$ cat src/hw/rtl/sama_pkg.sv
package sama_pkg;

	localparam int AXES   = 6;
	localparam int AXIS_W = 16;

	typedef struct packed {
		logic signed [AXIS_W-1:0] accel_x;
		logic signed [AXIS_W-1:0] accel_y;
		logic signed [AXIS_W-1:0] accel_z;
		logic signed [AXIS_W-1:0] rate_x;
		logic signed [AXIS_W-1:0] rate_y;
		logic signed [AXIS_W-1:0] rate_z;
	} sample_t;

	typedef struct packed {
		logic signed [AXIS_W-1:0] mean_accel_x;
		logic signed [AXIS_W-1:0] mean_accel_y;
		logic signed [AXIS_W-1:0] mean_accel_z;
		logic signed [AXIS_W-1:0] mean_rate_x;
		logic signed [AXIS_W-1:0] mean_rate_y;
		logic signed [AXIS_W-1:0] mean_rate_z;
	} mean_t;

	typedef logic [AXES-1:0][AXIS_W-1:0] axis_vec_t;

endpackage

$ cat src/hw/rtl/sama_ring.sv
module sama_ring #(
	parameter int WINDOW = 20
) (
	input  logic                        clk,
	input  logic                        arst_n,
	input  logic                        wr_en,
	input  logic [$clog2(WINDOW)-1:0]   slot,
	input  sama_pkg::sample_t           wdata,
	output sama_pkg::sample_t           rdata
);

	sama_pkg::sample_t mem [WINDOW];
	sama_pkg::sample_t rd_q;
	logic [WINDOW-1:0] vld_q;
	logic              hit_q;

	// Read-first: the old entry comes out while the new item goes in
	always_ff @(posedge clk) begin
		if (wr_en) begin
			rd_q      <= mem[slot];
			mem[slot] <= wdata;
		end
	end

	always_ff @(posedge clk or negedge arst_n) begin
		if (!arst_n) begin
			vld_q <= '0;
			hit_q <= 1'b0;
		end else if (wr_en) begin
			hit_q       <= vld_q[slot];
			vld_q[slot] <= 1'b1;
		end
	end

	// An entry never written holds zero
	assign rdata = hit_q ? rd_q : '0;

endmodule

$ cat config.mk
export PLATFORM = sky130hd
export DESIGN_NAME = sama_ring
export DESIGN_NICKNAME = d
export VERILOG_FILES = /design/src/hw/rtl/sama_pkg.sv /design/src/hw/rtl/sama_ring.sv
export SDC_FILE = /design/constraint.sdc
export NUM_CORES = 1
export LEC_CHECK = 0
export BUFFER_PORTS_ARGS = -buffer_cell sky130_fd_sc_hd__buf_2
export CAP_MARGIN = 40
export CORE_MARGIN = 2
export CORE_UTILIZATION = 50
export CTS_BUF_LIST = sky130_fd_sc_hd__clkbuf_16
export DETAILED_ROUTE_END_ITERATION = 6
export PLACE_DENSITY = 0.74
export RECOVER_POWER = 25
export SETUP_SLACK_MARGIN = 0.3
export SLEW_MARGIN = 20
export SYNTH_ARGS = -nofsm -noshare
export SYNTH_HDL_FRONTEND = slang
export SYNTH_SLANG_ARGS = --single-unit
export TNS_END_PERCENT = 50
$ cat constraint.sdc
create_clock -name clk -period 4.4 [get_ports clk]
set_input_delay 0.22 -clock clk [delete_from_list [all_inputs] [get_ports clk]]
set_output_delay 0.22 -clock clk [all_outputs]
set_load 0.02 [all_outputs]
# [After elaboration in Yosys (flattened, before gate mapping)]
# Memories as Yosys holds them, arrays and structs flattened. A register that Yosys moved wholly into a read port is not among the register bits.
# Cells that the tools add are included.
[classes] reduce_logical=1 order_cmp=2 n_bitwise=1 muxes=7
[op_table] op="2-to-1 mux 96 bit" count=1
[op_table] op="OR 20 bit" count=1
[op_table] op="< comparator 5 x 6 -> 1 bit, second input constant" count=1
[op_table] op="binary-select mux 1 bit (select 5 bit)" count=1
[op_table] op="demux 1 bit (select 5 bit)" count=1
[op_table] op="greater-or-equal comparator 5 x 1 -> 1 bit, second input constant" count=1
[op_table] op="2-to-1 mux 1 bit" count=4
[op_table] op="logical AND 1 bit" count=1
[totals] mem_count=1 regBits=21 inputBits=104 ram_bits=1920
[memory_table] name="mem" depth=20 word_bits=96 rd=1 rd_clocked_by_memory_dff=1 write_ports=1 line="sama_ring.sv:12" rtl="sama_pkg::sample_t mem [WINDOW];"

# [Logic depth before layout (Yosys ltp)]
[logic_depth] ltp_word=5 depth_mapped=9 mapped_depth_nobuf=4

# [Least setup slack after synthesis]
# OpenSTA, ideal clock, no wires.
[synth_path] path_type="input -> register" from="input slot[2]" to="register vld_q[10]" slack_ns=-1.414 required_time_ns=4.310 setup_time_ns=0.090 arrival_time_ns=5.724 cell_stages=7 path_buffers=3 cell_sequence="buf_2 buf_6 buf_4 nor2_1 nand2_1 nor2_1 or2_2"
[synth_between] elab_chain_cells=5 word_cells_on_any_way=6 classes_between="order compare: 2; mux: 2; bitwise: 1; reduce/logical: 1"
[synth_rtl] item="start, declared" line="sama_ring.sv:7" rtl="input logic [$clog2(WINDOW)-1:0] slot,"
[synth_rtl] item="< comparator 5 x 6 -> 1 bit (implied by the code) or greater-or-equal comparator 5 x 1 -> 1 bit (tied branches)" line="sama_ring.sv:31" rtl="vld_q[slot] <= 1'b1;"
[synth_rtl] item="logical AND 1 bit (implied by the code)" line="sama_ring.sv:31"
[synth_rtl] item="2-to-1 mux 1 bit (implied by the code)" line="sama_ring.sv:31"
[synth_rtl] item="demux 1 bit (select 5 bit) *" line="sama_ring.sv:31"
[synth_rtl] item="OR 20 bit (no source line) *"
[synth_rtl] item="end signal, assigned" line="sama_ring.sv:27" rtl="vld_q <= '0;"
[synth_rtl] item="end signal, assigned by index" line="sama_ring.sv:31"
[synth_rtl] item="end, declared" line="sama_ring.sv:14" rtl="logic [WINDOW-1:0] vld_q;"
# Every way passes the cells marked *; elsewhere a longest branch is shown, timed or not.
# A chain may end at the register's enable or synchronous reset.

# [Final worst setup path]
[layout_path] from="input wr_en" to="memory mem[17][38] in the netlist's numbering, enable pin"
[layout_between] elab_chain_cells=2
[layout_rtl] item="start, declared" line="sama_ring.sv:6" rtl="input logic wr_en,"
[layout_rtl] item="2-to-1 mux 1 bit" line="sama_ring.sv:19" rtl="if (wr_en) begin"
[layout_rtl] item="2-to-1 mux 1 bit (implied by the code)" line="sama_ring.sv:21" rtl="mem[slot] <= wdata;"
[layout_rtl] item="end, declared" line="sama_ring.sv:12"
# No other way between the ends.

==> qor_table.md <==
| Parameter | This run |
|---|---|
| Fraction of final layout cells with drive strength greater than 1 | 27.6% |
| Worst setup margin | 1.20 ns |
| Cell with the largest stage delay on the worst path | sky130_fd_sc_hd__clkbuf_1 |
| Post CTS Setup Buffer Count | 0 |
| Number of buffers inserted during clock tree synthesis | 193 |
| Overall routed net length | 181,000 µm |
| Type of origin of the critical path | input port |
| First drt pass iteration count | 5 |
| Maximum achievable frequency | 313 MHz |
| Final setup violation count | 0 |
| Overflow after GRT | 0 |
| TritonCTS sink count | 2,037 |
| Hold path startpoint | slot[2] |
| Most common library cell in the layout ignoring fill and taps | sky130_fd_sc_hd__edfxtp_1 |
| Sink of the worst hold path | hit_q |
| Gpl congestion | 0.733 |
| Data arrival, critical path | 3.68 ns |
| Total count of max-transition violations in the final report | 0 |
| # H-tree levels | 4 |
| Cell class contributing the biggest share of worst-path delay | buffers and inverters |
| Post-detailed-route wirelength per cell | 29.4 µm |
| Maximum ir drop on the vdd rail | 0.381 mV |
| Effective utilization at floorplan | 50.4% |
| Total routing usage reported by global routing | 22.9% |
| Length in cells of the worst reg-to-reg path | 4 |
| Tightest Pin Transition | 1.28 ns |
| Die height | 398 µm |
| Static leakage | 28.6 nW |
| Antenna violations before repair | 21 |
| Path category of the worst min-delay check | input port to register |
| Synthesized net count | 3,638 |
| Root Buffer Master | sky130_fd_sc_hd__clkbuf_16 |
| Highest-count cells in the layout ignoring fill and taps | 2,016 x sky130_fd_sc_hd__edfxtp_1, 352 x sky130_fd_sc_hd__mux4_2, 225 x sky130_fd_sc_hd__mux2_2, 195 x sky130_fd_sc_hd__clkbuf_16, 145 x sky130_fd_sc_hd__o22ai_1 |
| Clock insertion delay at the later pin of the skew report | 0.80 ns |
| Number of primary I/O pins | 200 |
| Final routed DRC violation total | 0 |
| Synthesis-to-finish area growth | 14.2% |
| Full die area | 158,000 µm² |
| Finished layout cell area | 88,600 µm² |
| RSZ-0062 raised after global routing | no |
| Worst flop-to-flop path startpoint | mem[14][48] |
| Residual antenna-violating net count after detailed routing | 0 |
| Synth Instances | 3,534 |
| Detailed placement HPWL | 93,100 µm |
| Worst Clk Skew | 0.0300 ns |
| Wire length of the first global-routing pass | 262,000 µm |
| Unique masters post-synth | 38 |
| Clock slew at the register clock pins of the worst setup and hold paths | 0.06 ns |
| Share of the cycle needed by the critical path after routing | 72.6% |
| Required time of the critical path | 4.88 ns |
| Vias in the first global route | 38,600 |
| Die Width | 398 µm |
| Reg-to-reg endpoint | rd_q[48] |
| TritonCTS clock tree | built |
| Flops & latches, synth | 2,037 |
| Final hold viol count | 0 |
| Core ar. | 154,000 µm² |
| Bufs on Longest Clock Path | 3 |
| Largest net degree at the start of global routing | 109 |
| Number of cells on the worst hold path | 4 |
| Pre-CTS setup slack | 1.49 ns |
| Status | finished clean |
| Setup slack of the worst register-to-register path | 2.67 ns |
| Post-detailed-route via-to-cell ratio | 6.15 |
| Final layout net count | 4,027 |
| Total number of yosys warnings | 0 |
| Utilization after layout | 57.5% |
| Sequential fraction of the synthesis area | 78.7% |
| Buffer and inverter count on the worst path | 3 |
| Type of the setup path with the least slack | input port to register |
| Largest fanout of any net on the critical path | 19 |
| Delay of the slowest cell on the worst path | 0.92 ns |
| Cell chain of the critical path | dlygate4sd3_1 -> clkbuf_1 -> nand3b_1 -> nor2_4 -> buf_4 |
| Max-cap viol count | 0 |
| Cell Pwr Density | 449 nW/µm² |
| Number of port buffers | 199 |
| Number of DRC markers after the initial detailed-route iteration | 4,309 |
| Remaining max-slew budget at the tightest pin | 14.6% |
| Synthesized area per cell | 22.0 µm² |
| Critical path endpoint category | register |
| FP Rows | 144 |
| Instance area after placement | 81,600 µm² |
| Final critical path time including I/O delays and setup | 3.20 ns |
| Number of vias after detailed routing | 37,700 |
| Area of the mapped netlist | 77,600 µm² |
| Post-CTS Resized | 0 |
cell families (layout without fill, tap and decap cells):
family | after synthesis | count (layout) | share of synthesized area (%)
buffers and inverters | 200 | 744 | 1.36
flip-flops | 2037 | 2037 | 78.7
other | 0 | 9 | 0
AO/OA/AOI/OAI | 293 | 293 | 2.78
AND/OR/NAND/NOR | 292 | 292 | 1.88
multiplexers | 712 | 712 | 15.3
power breakdown:
part           internal [mW]  total [mW]  switching (mW)
Clock                   8.83        15.7            6.91
Combinational          0.893        2.23            1.34
Sequential              21.7        21.8           0.134
Total                   31.4        39.8            8.38
worst register-to-register path, stage by stage (launching register included):
cell and delay [ns]:
sky130_fd_sc_hd__edfxtp_1 0.43, sky130_fd_sc_hd__mux4_2 0.51, sky130_fd_sc_hd__mux2i_1 0.15, sky130_fd_sc_hd__nor2_1 0.09
sky130_fd_sc_hd__a221o_1 0.30
layout make-up:
type	count	area [µm²]
Antenna cell	9	22.5
Tap cell	2044	2560
Sequential cell	2037	61100
Timing Repair Buffer	394	3300
Clock inverter	155	1080
Clock buffer	195	4880
Multi-Input combinational cell	1297	15700
Fill cell	10900	65500
worst max-delay path by stage:
stage            start     endpoint  slack [ns]  cells past startpoint
6_report         wr_en  mem[17][38]        1.20                      5
5_1_grt          wr_en  mem[17][68]        1.17                      5
4_1_cts          hit_q    rdata[19]        1.62                      3
3_5_place_dp   slot[1]   mem[3][62]        1.49                      4
3_3_place_gp   slot[1]   mem[3][56]        1.54                      4
2_1_floorplan  slot[0]   mem[12][0]       -1.32                      5
flip-flops by register name (all words and copies together) (netlist names):
signal,count
rd_q,96
vld_q,20
hit_q,1
mem,1920
per-layer routing:
layer,wire length (µm),vias up,part of all wire [%],GRT usage (%)
met5,99,-,0.055,0
met4,4540,16,2.5,6.28
met3,17200,343,9.5,4.96
met2,89800,1917,50,37.6
met1,69000,19900,38,31.1
li1,-,15500,-,-
cells in the mapped netlist:
library cell	instances	area [µm²]
sky130_fd_sc_hd__nand2_1	11	41.3
sky130_fd_sc_hd__and2_1	97	607
sky130_fd_sc_hd__nor2b_1	2	12.5
sky130_fd_sc_hd__mux2_1	1	11.3
sky130_fd_sc_hd__or2_1	6	37.5
sky130_fd_sc_hd__buf_2	87	435
sky130_fd_sc_hd__edfxtp_1	2016	60500
sky130_fd_sc_hd__buf_1	11	41.3
sky130_fd_sc_hd__or3_1	2	12.5
sky130_fd_sc_hd__a21o_1	32	240
sky130_fd_sc_hd__mux4_2	352	7930
sky130_fd_sc_hd__a31oi_1	1	6.26
sky130_fd_sc_hd__or2_0	1	6.26
sky130_fd_sc_hd__a221o_1	56	561
sky130_fd_sc_hd__o211ai_1	8	60.1
sky130_fd_sc_hd__nor2_1	135	507
sky130_fd_sc_hd__nand2b_1	4	25.0
sky130_fd_sc_hd__o21ai_0	1	5.00
sky130_fd_sc_hd__mux4_1	2	52.6
sky130_fd_sc_hd__nor2_2	1	6.26
sky130_fd_sc_hd__nand3_1	10	50.1
sky130_fd_sc_hd__nand4_1	1	6.26
sky130_fd_sc_hd__buf_6	14	158
sky130_fd_sc_hd__o22ai_1	145	907
sky130_fd_sc_hd__a31o_2	1	8.76
sky130_fd_sc_hd__clkbuf_1	64	240
sky130_fd_sc_hd__buf_4	23	173
sky130_fd_sc_hd__nand3b_1	4	30.0
sky130_fd_sc_hd__o21ai_1	1	5.00
sky130_fd_sc_hd__or3b_1	3	26.3
sky130_fd_sc_hd__a211oi_1	32	240
sky130_fd_sc_hd__dfrtp_1	21	526
sky130_fd_sc_hd__and3_1	1	6.26
sky130_fd_sc_hd__mux2_2	225	2530
sky130_fd_sc_hd__or2_2	14	87.6
sky130_fd_sc_hd__clkbuf_2	1	5.00
sky130_fd_sc_hd__a22oi_1	16	120
sky130_fd_sc_hd__mux2i_1	132	1320
repair_timing:
item                                    in CTS  in global routing
hold endpoints to repair                  1950                  0
endpoints found under the setup margin       0                  0
hold buffers                                99                  0
metrics by stage:
stage	cells	total power [mW]	hold slack [ns]	TNS (ns)
CTS	6120	40.0	0.0383	0
finish	6131	39.8	0.180	0
detailed placement	5671	24.4	0.220	0
global placement	5662	24.3	0.206	0
global route	6125	40.9	0.152	0
floorplan	3534	23.5	-0.0756	-2014.98
Note: power is estimated with default switching activity, not from simulation.
