<file path="src/hw/rtl/sama_pkg.sv">
package sama_pkg;

	localparam int AXES   = 6;
	localparam int AXIS_W = 16;

	typedef struct packed {
		logic signed [AXIS_W-1:0] accel_x;
		logic signed [AXIS_W-1:0] accel_y;
		logic signed [AXIS_W-1:0] accel_z;
		logic signed [AXIS_W-1:0] rate_x;
		logic signed [AXIS_W-1:0] rate_y;
		logic signed [AXIS_W-1:0] rate_z;
	} sample_t;

	typedef struct packed {
		logic signed [AXIS_W-1:0] mean_accel_x;
		logic signed [AXIS_W-1:0] mean_accel_y;
		logic signed [AXIS_W-1:0] mean_accel_z;
		logic signed [AXIS_W-1:0] mean_rate_x;
		logic signed [AXIS_W-1:0] mean_rate_y;
		logic signed [AXIS_W-1:0] mean_rate_z;
	} mean_t;

	typedef logic [AXES-1:0][AXIS_W-1:0] axis_vec_t;

endpackage

</file>
<file path="src/hw/rtl/sama_div.sv">
module sama_div #(
	parameter int WINDOW = 20
) (
	input  logic                                        clk,
	input  logic signed [sama_pkg::AXIS_W+$clog2(WINDOW)-1:0] sum,
	input  logic                                        ld_s3,
	input  logic                                        ld_s4,
	output logic [sama_pkg::AXIS_W-1:0]                 quot
);

	localparam int L      = $clog2(WINDOW);
	localparam int N      = sama_pkg::AXIS_W + L;
	localparam int K      = N + L;
	localparam int PROD_W = 2 * N + 1;
	// ceil(2^K / WINDOW): exact floor division for any magnitude below 2^N
	localparam logic [N:0] RECIP =
		(N+1)'(((64'd1 << K) + 64'(WINDOW) - 64'd1) / 64'(WINDOW));

	logic [N-1:0]        mag_s3;
	logic                neg_s3;
	logic [PROD_W-1:0]   prod_s4;
	logic                neg_s4;
	logic [sama_pkg::AXIS_W-1:0] q;

	always_ff @(posedge clk) begin
		if (ld_s3) begin
			neg_s3 <= sum[N-1];
			mag_s3 <= sum[N-1] ? N'(-sum) : N'(sum);
		end
		if (ld_s4) begin
			neg_s4  <= neg_s3;
			prod_s4 <= PROD_W'(mag_s3) * PROD_W'(RECIP);
		end
	end

	// Truncate toward zero: divide the magnitude, then restore the sign
	assign q    = prod_s4[K +: sama_pkg::AXIS_W];
	assign quot = neg_s4 ? -q : q;

endmodule

</file>
<file path="config.mk">
export PLATFORM = sky130hd
export DESIGN_NAME = sama_div
export DESIGN_NICKNAME = d
export VERILOG_FILES = /design/src/hw/rtl/sama_pkg.sv /design/src/hw/rtl/sama_div.sv
export SDC_FILE = /design/constraint.sdc
export NUM_CORES = 1
export LEC_CHECK = 0
export BUFFER_PORTS_ARGS = -buffer_cell sky130_fd_sc_hd__buf_2
export CORE_MARGIN = 2
export CORE_UTILIZATION = 40
export DETAILED_ROUTE_END_ITERATION = 8
export HOLD_SLACK_MARGIN = 0.15
export PLACE_DENSITY_LB_ADDON = 0.25
export SYNTH_ARGS = -nofsm -noshare
export SYNTH_HDL_FRONTEND = slang
export SYNTH_SLANG_ARGS = --single-unit
</file>
<file path="constraint.sdc">
create_clock -name clk -period 6.7 [get_ports clk]
set_clock_uncertainty 0.1 [all_clocks]
set_input_delay 1.005 -clock clk [delete_from_list [all_inputs] [get_ports clk]]
set_output_delay 1.005 -clock clk [all_outputs]
set_load 0.05 [all_outputs]
</file>
# --- Yosys cells after proc, flatten, opt, wreduce, memory -nomap -nowiden ---
# Index checks and enable logic that the tools add are counted.
totals:
  register_bits: 63
  inputBits: 24
  output_inout_bits: 16
  elab_cells: 10
classes:
  addsub: 2
  n_mul: 1
  n_mux: 2
ops:
  columns: ["operator", "count"]
  rows:
  - ["multiplier 21 x 20 -> 40 bit, second input constant", 1]
  - ["negator 21 bit", 1]
  - ["two-way mux 20 bit", 1]
  - ["two-way mux 16 bit", 1]
  - ["negator 16 bit", 1]

# --- Longest topological paths before layout ---
# Gate-level depths: netlist (run 1).
logic_depth:
  ltp_word: 2
  ltp_mapped: 22
  mapped_depth_nobuf: 21

# --- Worst setup path before layout (run 1) ---
# Ideal clock, no wire load.
synth_path:
  kind: "flip-flop to flip-flop"
  startpoint: "register mag_s3[1]"
  endpoint: "register prod_s4[33] (data pin)"
  setup_time_ps: 262
  arrival_time_ps: 5472
  required_time_ps: 6338
  setup_slack_ps: 866
  path_stages_with_launch: 19
  path_buffers: 0
  period_less_slack_ps: 5834
  cell_sequence: "edfxtp_1 ha_1 xor2_1 ha_1 fa_1 fa_1 fa_1 fa_1 inv_1 fa_1 inv_1 ha_1 nand4_1 or3_1 nor2_2 o41ai_4 and3_1 o21ai_1 xor2_1"
synth_via:
  elab_chain_cells: 1
synth_lines:
  columns: ["element", "line", "rtl"]
  rows:
  - ["from (decl)", "sama_div.sv:19", "logic [N-1:0] mag_s3;"]
  - ["from (signal assigned)", "sama_div.sv:28", "mag_s3 <= sum[N-1] ? N'(-sum) : N'(sum);"]
  - ["multiplier 21 x 20 -> 40 bit", "sama_div.sv:32", "prod_s4 <= PROD_W'(mag_s3) * PROD_W'(RECIP);"]
  - ["to (signal assigned)", "sama_div.sv:32", null]
  - ["to (decl)", "sama_div.sv:21", "logic [PROD_W-1:0] prod_s4;"]
# Every way passes these cells.
# A chain may end at the register's enable or synchronous reset.

# --- Worst setup path after layout (run 1) ---
layout_path:
  startpoint: "register mag_s3[1]"
  endpoint: "register prod_s4[27] (data pin)"
# Same word-level chain as after synthesis.

==> results.md, run 1 <==
- Worst-path clk slew: 60 ps
- Synth warn: 0
- Mean Syn Cell Area: 10.08 um2
- Post-synthesis cell type count: 55
- FMAX: 159.0 MHz
- Total CTS buffers: 5
- Share of the yosys chip area belonging to registers: 0.1228
- Synth-to-Final Area Change: 8.279%
- Final Hold Viols: 0
- RSZ-0062 raised after global routing: false
- Worst-Margin Slew: 488.3 ps
- Vias in the first global route: 6859
- Layout cells sized above 1: 0.07344
- Post-Synthesis Cells: 946
- CTS HTree Levels: 2
- R2R setup slack: 410 ps
- Final core utilization: 0.4399
- Setup ws final: 410.4 ps
- First-pass DRT Iterations: 4
- WS Path Type: reg -> reg
- Status: finished clean
- EDFF count, synth: 39
- Ant diodes: 0
- Placed Cells: 1300
- Root Driver: clkbuf_16
- Post-synth ARST share: 0
- R2R cell count: 20
- # setup viols final: 0
- Clk Latency, worst-skew pair: 290 ps
- GRT Total Usage: 0.1894
- Starting density of the core: 0.4063
- Max-cap violation count: 0
- Post-Syn Area: 9537 um2
- Die Wd: 158.4 um
- Initial antenna violation count: 0
- Final wirelength: 22.08 mm
- Core Footprint: 23470 um2
- Pin count of the biggest net entering global routing: 23
- RR Startpoint: mag_s3[1]
- CP Max Fanout: 6
- Clk buf depth: 2
- Critical Path Start Type: register
- Site row count: 56
- Min-delay src: neg_s3
- Final Wtd Congestion: 0.9120
- Final ANT Viol Nets: 0
- Setup TNS: 0 ps
- Dpl ws: 305.8 ps
- Via density: 4.974
- First-pass GRT wire length: 36.05 mm
- Clk sink count: 39
- Final Non-Filler Cells: 1313
- Worst Hold Class: reg -> reg
- Final HPWL from detailed placement: 19.67 mm
- Total gr overflow: 0
- Mapped Nets: 1309
- Die span in y: 158.4 um
- Layout Nets: 1356
- DRC viols: 0
- Vias: 6531
- CTS tree: built
- Hold endpoint: neg_s4
- Seq cells post-synth: 39
- Worst setup path startpoint: mag_s3[1]
- Critical Path RT: 6640 ps
- Tmin final: 6290 ps
- # IOs: 40
- RR Endpoint: prod_s4[27]
- Hold path cells: 0
- IO buf count: 39
- Final Cycle Share: 0.9387
- Slew Limit Fails: 0
- Ys flop type: edfxtp_1
- Worst setup EP type: register
- Arrival time worst endpoint: 6230 ps
- Slew headroom: 0.6710
- Initial DRC count: 349
- DIE AREA: 25090 um2
- DR WL/cell: 16.82 um
layout by cell type, fill, tap and decap left out, types with 7 or more instances in the layout:
cell type / n
a21o_1: 17
a21oi_1: 30
and2_1: 11
buf_2: 39
buf_4: 12
edfxtp_1: 39
fa_1: 135
ha_1: 203
inv_1: 216
nand2_1: 41
nand3_1: 12
nand4_1: 7
nor2_1: 18
nor3_1: 7
o21ai_0: 22
o21ai_1: 8
o31ai_1: 8
xnor2_1: 42
xor2_1: 33
synth_stat cells (all sizes together), types with 6 or more instances:
library cell | count | area [um2]
and3 | 6 | 37.54
and2 | 11 | 68.82
clkbuf | 10 | 37.54
o31ai | 8 | 60.06
nand2 | 41 | 153.9
o211ai | 6 | 45.04
nand3 | 12 | 60.06
fa | 135 | 2703
ha | 204 | 2552
nor3 | 7 | 35.03
edfxtp | 39 | 1171
a211oi | 6 | 45.04
o21a | 7 | 53.80
nand4 | 8 | 56.30
xor2 | 34 | 297.8
a21oi | 31 | 158.9
xnor2 | 42 | 367.9
o41ai | 6 | 71.32
a21o | 17 | 127.6
nor2 | 19 | 73.82
o21ai | 30 | 150.2
inv | 216 | 810.8
critical path, cell delays in order, from the launching register on:
cell and delay [ps]:
edfxtp_1 500, buf_4 190, ha_1 250, xor2_2 250, ha_1 280, fa_1 510, fa_1 520, fa_1 520
fa_1 550, inv_1 50, fa_1 500, inv_1 50, ha_1 370, nand2_1 110, nor3_1 270, nand2_1 90
o311ai_1 320, buf_4 200, nand3_1 80, a31oi_1 220, xor2_1 100
state kept, by name (all words and copies together), names as in the netlist:
| name | cells |
|---|---|
| mag_s3 | 21 |
| prod_s4 | 16 |
| neg_s3 | 1 |
| neg_s4 | 1 |
how the worst max path moves through the flow:
stage	endpoint	slack (ps)	cells after the start
floorplan	prod_s4[33]	870	18
global placement	prod_s4[33]	280	18
detailed placement	prod_s4[33]	310	18
CTS	prod_s4[33]	300	18
global route	prod_s4[27]	20	20
finish	prod_s4[27]	410	20
cells by family (layout without fill, tap and decap cells):
group                    count (synthesis)  count (layout)  share of synthesized area
adder cells (fa/ha/maj)                339             339                     0.5510
XOR/XNOR                                76              76                    0.06980
AO/OA/AOI/OAI                          135             135                    0.09669
AND/OR/NAND/NOR                        130             130                    0.06993
buffers and inverters                  227             275                    0.08974
flip-flops                              39              39                     0.1228
metal layers:
metal	wire, um	track usage
met1	10620	0.2673
met4	269	0.03518
met3	963	0.03130
met5	0	0
met2	10230	0.3097
repair_timing:
action	in CTS	in global routing
gates resized for setup	0	2
setup endpoints to repair	0	7
buffers inserted	0	5
hold buffers	0	0
layout make-up:
type	instances	area, um2
repair buffers	51	285.3
multi-input cells	680	7520
fillers	2294	13150
well taps	319	399.1
clock inverters	3	15.01
inverters	216	810.8
clock buffers	5	125.1
flip-flops and latches	39	1171
through the flow:
stage / instance area (um2) / hold slack [ps]
global route: 10330 / 518.1
finish: 10330 / 516.4
global placement: 10140 / 481.2
floorplan: 9537 / 300.3
CTS: 10280 / 497.7
detailed placement: 10140 / 488.1
Power of run 1 is not shown: default switching activity piles up to over one toggle a cycle in this logic, so the estimate is an artifact.
==> run 2: changes to the inputs <==
--- a/config.mk
+++ b/config.mk
@@ -8,9 +8,12 @@
 export BUFFER_PORTS_ARGS = -buffer_cell sky130_fd_sc_hd__buf_2
 export CORE_MARGIN = 2
 export CORE_UTILIZATION = 40
+export CTS_BUF_LIST = sky130_fd_sc_hd__clkbuf_4 sky130_fd_sc_hd__clkbuf_8
+export CTS_CLUSTER_DIAMETER = 30
 export DETAILED_ROUTE_END_ITERATION = 8
 export HOLD_SLACK_MARGIN = 0.15
 export PLACE_DENSITY_LB_ADDON = 0.25
 export SYNTH_ARGS = -nofsm -noshare
 export SYNTH_HDL_FRONTEND = slang
 export SYNTH_SLANG_ARGS = --single-unit
+export TNS_END_PERCENT = 20
==> run 2 against run 1 <==
Net effect:
- largest cell class unchanged
- cell area fell by 0.50%
- global-route usage fell by 0.064 points
- sequential cell count stayed put
- setup slack lost 11 ps
- sequential share of layout area rose by 0.057 points
- wire length is essentially flat
- worst hold slack improved by 3.7 ps
- die area did not move
- critical path depth shrank 1
==> results.md, run 2 (synthesis gave the netlist of run 1 again) <==
- Worst path cell trace: ha_1 > xor2_2 > ha_1 > fa_1 > fa_1 > fa_1 > fa_1 > inv_1 > fa_1 > inv_1 > ha_1 > nand2_1 > nor3_1 > nand2_1 > o311ai_1 > buf_4 > nand3_1 > a31oi_1 > xor2_1 (was buf_4 > ha_1 > xor2_2 > ha_1 > fa_1 > fa_1 > fa_1 > fa_1 > inv_1 > fa_1 > inv_1 > ha_1 > nand2_1 > nor3_1 > nand2_1 > o311ai_1 > buf_4 > nand3_1 > a31oi_1 > xor2_1)
- Final Cycle Share: 0.9405 (was 0.9387)
- Pin count of the biggest net entering global routing: 23 (unchanged)
- Total CTS buffers: 5 (unchanged)
- Arrival time worst endpoint: 6260 ps (was 6230 ps)
- FMAX: 158.7 MHz (was 159.0 MHz)
- Worst setup EP type: register (unchanged)
- Critical Path Start Type: register (unchanged)
- # IOs: 40 (unchanged)
- Site row count: 56 (unchanged)
- Commonest non-fill, non-tap cell in the layout: inv_1 (unchanged)
- Final Wtd Congestion: 0.9120 (unchanged)
- Core Footprint: 23470 um2 (unchanged)
- Root Driver: clkbuf_8 (was clkbuf_16)
- Setup TNS: 0 ps (unchanged)
- Layout Nets: 1357 (was 1356)
- Cell repeated most along the worst path: fa_1 (unchanged)
- Die span in y: 158.4 um (unchanged)
- Total gr overflow: 0 (unchanged)
- DR WL/cell: 16.80 um (was 16.82 um)
- Status: finished clean (unchanged)
- DRC viols: 0 (unchanged)
- CTS HTree Levels: 2 (unchanged)
- Clk sink count: 39 (unchanged)
- Setup ws final: 398.9 ps (was 410.4 ps)
- RR Endpoint: prod_s4[27] (unchanged)
- DIE AREA: 25090 um2 (unchanged)
- Worst setup path startpoint: mag_s3[1] (unchanged)
- Vias: 6559 (was 6531)
- Hold path cells: 0 (unchanged)
- Initial antenna violation count: 0 (unchanged)
- Starting density of the core: 0.4063 (unchanged)
- Layout cells sized above 1: 0.07337 (was 0.07344)
- First-pass GRT wire length: 35.96 mm (was 36.05 mm)
- Final wirelength: 22.08 mm (about the same)
- CP bufs+invs: 3 (was 4)
- IO buf count: 39 (unchanged)
- CP Max Fanout: 6 (unchanged)
- Top Registers: mag_s3: 21 flops, prod_s4: 16 flops (unchanged)
- # setup viols final: 0 (unchanged)
- CTS tree: built (unchanged)
- Clk buf depth: 2 (unchanged)
- Dpl ws: 305.8 ps (unchanged)
- Min-delay src: neg_s3 (unchanged)
- Worst-path clk slew: 80 ps (was 60 ps)
- Post-Place Cell Area: 10140 um2 (unchanged)
- Ant diodes: 0 (unchanged)
- Vias in the first global route: 6835 (was 6859)
- Final Hold Viols: 0 (unchanged)
- Clk Latency, worst-skew pair: 300 ps (was 290 ps)
- RSZ-0062 raised after global routing: false (unchanged)
- R2R setup slack: 400 ps (was 410 ps)
- Hold buffer count at CTS: 0 (unchanged)
- Die Wd: 158.4 um (unchanged)
- Top reg by flops: mag_s3 (unchanged)
- Synth-to-Final Area Change: 7.741% (was 8.279%)
- Worst Hold Class: reg -> reg (unchanged)
- Final ANT Viol Nets: 0 (unchanged)
- R2R cell count: 19 (was 20)
- Final HPWL from detailed placement: 19.67 mm (unchanged)
- Slew Limit Fails: 0 (unchanged)
- Tmin final: 6301 ps (was 6290 ps)
- Hold endpoint: neg_s4 (unchanged)
- Critical Path RT: 6660 ps (was 6640 ps)
- Slowest-stage cell, CP: fa_1 (unchanged)
- GRT Total Usage: 0.1887 (was 0.1894)
- Max-cap violation count: 0 (unchanged)
- Fillcell total: 2304 (was 2294)
- Slowest stage delay, CP: 550 ps (about the same)
- Crit path max-delay family: adder cells (unchanged)
- First-pass DRT Iterations: 4 (unchanged)
- Most frequent cells in the layout: inv_1, ha_1, fa_1, xnor2_1, nand2_1 (unchanged)
- Slew headroom: 0.6588 (was 0.6710)
- WS Path Type: reg -> reg (unchanged)
- Initial DRC count: 345 (was 349)
- Max reg flops: 21 (unchanged)
- Final Cell Area: 10270 um2 (was 10330 um2)
- RR Startpoint: mag_s3[1] (unchanged)
- Worst-Margin Slew: 506.4 ps (was 488.3 ps)
- Via density: 4.992 (was 4.974)
-- run 2: worst reg2reg max path: stages (launching register included) --
cell and delay [ps]:
edfxtp_1 510, ha_1 470, xor2_2 230, ha_1 290, fa_1 510, fa_1 520
fa_1 520, fa_1 550, inv_1 50, fa_1 500, inv_1 50, ha_1 360
nand2_1 110, nor3_1 270, nand2_1 80, o311ai_1 320, buf_4 200, nand3_1 80
a31oi_1 230, xor2_1 100
-- run 2: final cells by class --
type / instances / area, um2 / share of cell area
clock inverter: 3 / 15.01 / 0.001461
sequential: 39 / 1171 / 0.1140
tap: 319 / 399.1 / 0.03885
multi-input combinational: 680 / 7517 / 0.7316
timing repair buffer: 52 / 292.8 / 0.02849
inverter: 216 / 810.8 / 0.07891
clock buffer: 5 / 68.82 / 0.006697
-- run 2: worst max-delay path by stage --
stage | endpoint | slack, ps | depth (start not counted)
3_5_place_dp | prod_s4[33] | 310 | 18
4_1_cts | prod_s4[33] | 300 | 18
6_report | prod_s4[27] | 400 | 19
5_1_grt | prod_s4[27] | 8 | 19
3_3_place_gp | prod_s4[33] | 280 | 18
2_1_floorplan | prod_s4[33] | 870 | 18
-- run 2: layer usage --
| layer | part of all wire | global-route usage | wire, um | up-vias |
|---|---|---|---|---|
| met2 | 0.46 | 0.3101 | 10230 | 140 |
| met1 | 0.48 | 0.2675 | 10660 | 3176 |
| li1 | - | - | - | 3229 |
| met4 | 0.010 | 0.03089 | 231 | 0 |
| met5 | 0 | 0 | 0 | - |
| met3 | 0.043 | 0.03021 | 951 | 14 |
-- run 2: metrics by stage --
step / utilization / std cells / hold WS (ps)
floorplan: - / 946 / 300.3
global placement: 0.4319 / 1300 / 481.2
detailed placement: 0.4319 / 1300 / 488.1
CTS: 0.4355 / 1308 / 502.5
global route: 0.4377 / 1314 / 521.7
finish: 0.4377 / 1314 / 520.1
-- run 2: timing repair --
action,4_1_cts,5_1_grt
endpoints found under the setup margin,0,7
buffers inserted,0,6
gates resized for setup,0,1
Power of run 2 is left out for the same reason.
==> run 3: changes to the inputs <==
--- a/config.mk
+++ b/config.mk
@@ -6,6 +6,7 @@
 export NUM_CORES = 1
 export LEC_CHECK = 0
 export BUFFER_PORTS_ARGS = -buffer_cell sky130_fd_sc_hd__buf_2
+export CORE_ASPECT_RATIO = 1.25
 export CORE_MARGIN = 2
 export CORE_UTILIZATION = 40
 export CTS_BUF_LIST = sky130_fd_sc_hd__clkbuf_4 sky130_fd_sc_hd__clkbuf_8
==> run 3 against run 2 <==
Net effect:
- setup slack lost 32 ps
- non-clock buffer count fell by 7
- utilization fell by 0.43 points
- count of clock-buffer cells in the layout stayed put
- die area hardly changed
- fmax decreased by 0.51%
- cell area decreased by 0.57%
- final cell count is 2.6% lower
- sequential cell count stayed put
- global-route usage is 0.14 points higher
- register-to-register slack worse by 30 ps
- first-iteration DRC count increased by 2.9%
==> results.md, run 3 (synthesis gave the netlist of run 1 again) <==
- Layout Nets: 1350 (was 1357)
- IO buf count: 39 (unchanged)
- Clk sink count: 39 (unchanged)
- Initial antenna violation count: 0 (unchanged)
- Final Non-Filler Cells: 1280 (was 1314)
- Via density: 5.231 (was 4.992)
- RR Startpoint: mag_s3[7] (was mag_s3[1])
- Worst-path clk slew: 90 ps (was 80 ps)
- First-pass DRT Iterations: 5 (was 4)
- DR WL/cell: 18.02 um (was 16.80 um)
- Slew Limit Fails: 0 (unchanged)
- Arrival time worst endpoint: 6290 ps (was 6260 ps)
- Layout cells sized above 1: 0.06781 (was 0.07337)
- Root Driver: clkbuf_8 (unchanged)
- Hold buffer count at CTS: 0 (unchanged)
- Slew headroom: 0.6319 (was 0.6588)
- R2R setup slack: 370 ps (was 400 ps)
- Tmin final: 6333 ps (was 6301 ps)
- Status: finished clean (unchanged)
- Pin count of the biggest net entering global routing: 23 (unchanged)
- Die span in y: 176.6 um (was 158.4 um)
- Critical Path Start Type: register (unchanged)
- GRT Total Usage: 0.1901 (was 0.1887)
- Most frequent cells in the layout: inv_1, ha_1, fa_1, xnor2_1, nand2_1 (unchanged)
- Min-delay src: neg_s3 (unchanged)
- Dpl ws: 249.2 ps (was 305.8 ps)
- Setup TNS: 0 ps (unchanged)
- Initial DRC count: 355 (was 345)
- Final ANT Viol Nets: 0 (unchanged)
- Site row count: 63 (was 56)
- Worst-Margin Slew: 546.4 ps (was 506.4 ps)
- Final Wtd Congestion: 0.9668 (was 0.9120)
- CTS HTree Levels: 2 (unchanged)
- Total gr overflow: 0 (unchanged)
- # setup viols final: 0 (unchanged)
- Hold path cells: 0 (unchanged)
- Final wirelength: 23.07 mm (was 22.08 mm)
- Die Wd: 142.1 um (was 158.4 um)
- Fillcell total: 2301 (was 2304)
- # IOs: 40 (unchanged)
- Max reg flops: 21 (unchanged)
- Setup ws final: 366.6 ps (was 398.9 ps)
- R2R cell count: 17 (was 19)
- Placed Cells: 1272 (was 1300)
- First-pass GRT wire length: 36.62 mm (was 35.96 mm)
- Max-cap violation count: 0 (unchanged)
- Hold endpoint: neg_s4 (unchanged)
- DRC viols: 0 (unchanged)
- Commonest non-fill, non-tap cell in the layout: inv_1 (unchanged)
- Final Cycle Share: 0.9453 (was 0.9405)
- Area of the multi-input gates: 7517 um2 (unchanged)
- WS Path Type: reg -> reg (unchanged)
- Critical Path RT: 6660 ps (about the same)
- Vias in the first global route: 6957 (was 6835)
- Final HPWL from detailed placement: 20.64 mm (was 19.67 mm)
- FMAX: 157.9 MHz (was 158.7 MHz)
- Reg area: 1171 um2 (unchanged)
- Final Hold Viols: 0 (unchanged)
- CTS tree: built (unchanged)
- Core Footprint: 23570 um2 (was 23470 um2)
- Worst setup EP type: register (unchanged)
- Clk buf depth: 2 (unchanged)
- Top Registers: mag_s3: 21 flops, prod_s4: 16 flops (unchanged)
- CP Max Fanout: 6 (unchanged)
- Vias: 6696 (was 6559)
- Starting density of the core: 0.4046 (was 0.4063)
- Top reg by flops: mag_s3 (unchanged)
- Clk Latency, worst-skew pair: 300 ps (about the same)
- RSZ-0062 raised after global routing: false (unchanged)
- Ant diodes: 0 (unchanged)
- RR Endpoint: prod_s4[41] (was prod_s4[27])
- Total CTS buffers: 5 (unchanged)
- Synth-to-Final Area Change: 7.124% (was 7.741%)
- Worst Hold Class: reg -> reg (unchanged)
- Final core utilization: 0.4335 (was 0.4377)
- Post-CTS setup buffer count: 0 (unchanged)
- DIE AREA: 25100 um2 (was 25090 um2)
run 3: layout make-up:
cell class / instances / area share
tap: 292 / 0.03576
clock inverter: 3 / 0.004164
clock buffer: 5 / 0.006736
sequential: 39 / 0.1146
timing repair buffer: 45 / 0.02352
inverter: 216 / 0.07936
multi-input combinational: 680 / 0.7358
run 3: timing repair:
item / in CTS / in global routing
resized for setup: 0 / 1
endpoints found under the hold margin: 0 / 0
setup endpoints to repair: 0 / 4
run 3: critical path: stages (launching register included):
cell      delay [ps]
edfxtp_1         540
ha_1             610
fa_1             510
fa_1             550
fa_1             550
inv_1             70
fa_1             510
fa_1             540
inv_1             40
ha_1             290
ha_1             350
nand3_1          190
nor2_1           310
o211ai_1         130
a21oi_1          290
o21ai_1          180
a31oi_1          230
xnor2_1           90
run 3: metrics by stage:
step	cell area (um2)	hold WS [ps]
3_3_place_gp	10100	511.1
2_1_floorplan	9537	300.3
3_5_place_dp	10100	511.1
4_1_cts	10210	532.5
6_report	10220	507.9
5_1_grt	10220	517.5
run 3: worst max path at each step:
stage,from,endpoint,depth (start not counted)
after floorplan,mag_s3[1],prod_s4[33],18
after detailed placement,mag_s3[1],prod_s4[35],18
after global routing,mag_s3[1],prod_s4[35],18
after global placement,mag_s3[1],prod_s4[35],18
after CTS,mag_s3[1],prod_s4[35],18
final,mag_s3[7],prod_s4[41],17
run 3: metal layers:
metal  track usage  vias up  share of wire  wire, um
met5             0        -              0         0
met4       0.07292        0          0.038       881
met3      0.009740       38          0.025       586
met2        0.3343      119           0.51     11820
met1        0.2463     3336           0.42      9779
li1              -     3203              -         -
Power of run 3 is left out for the same reason.
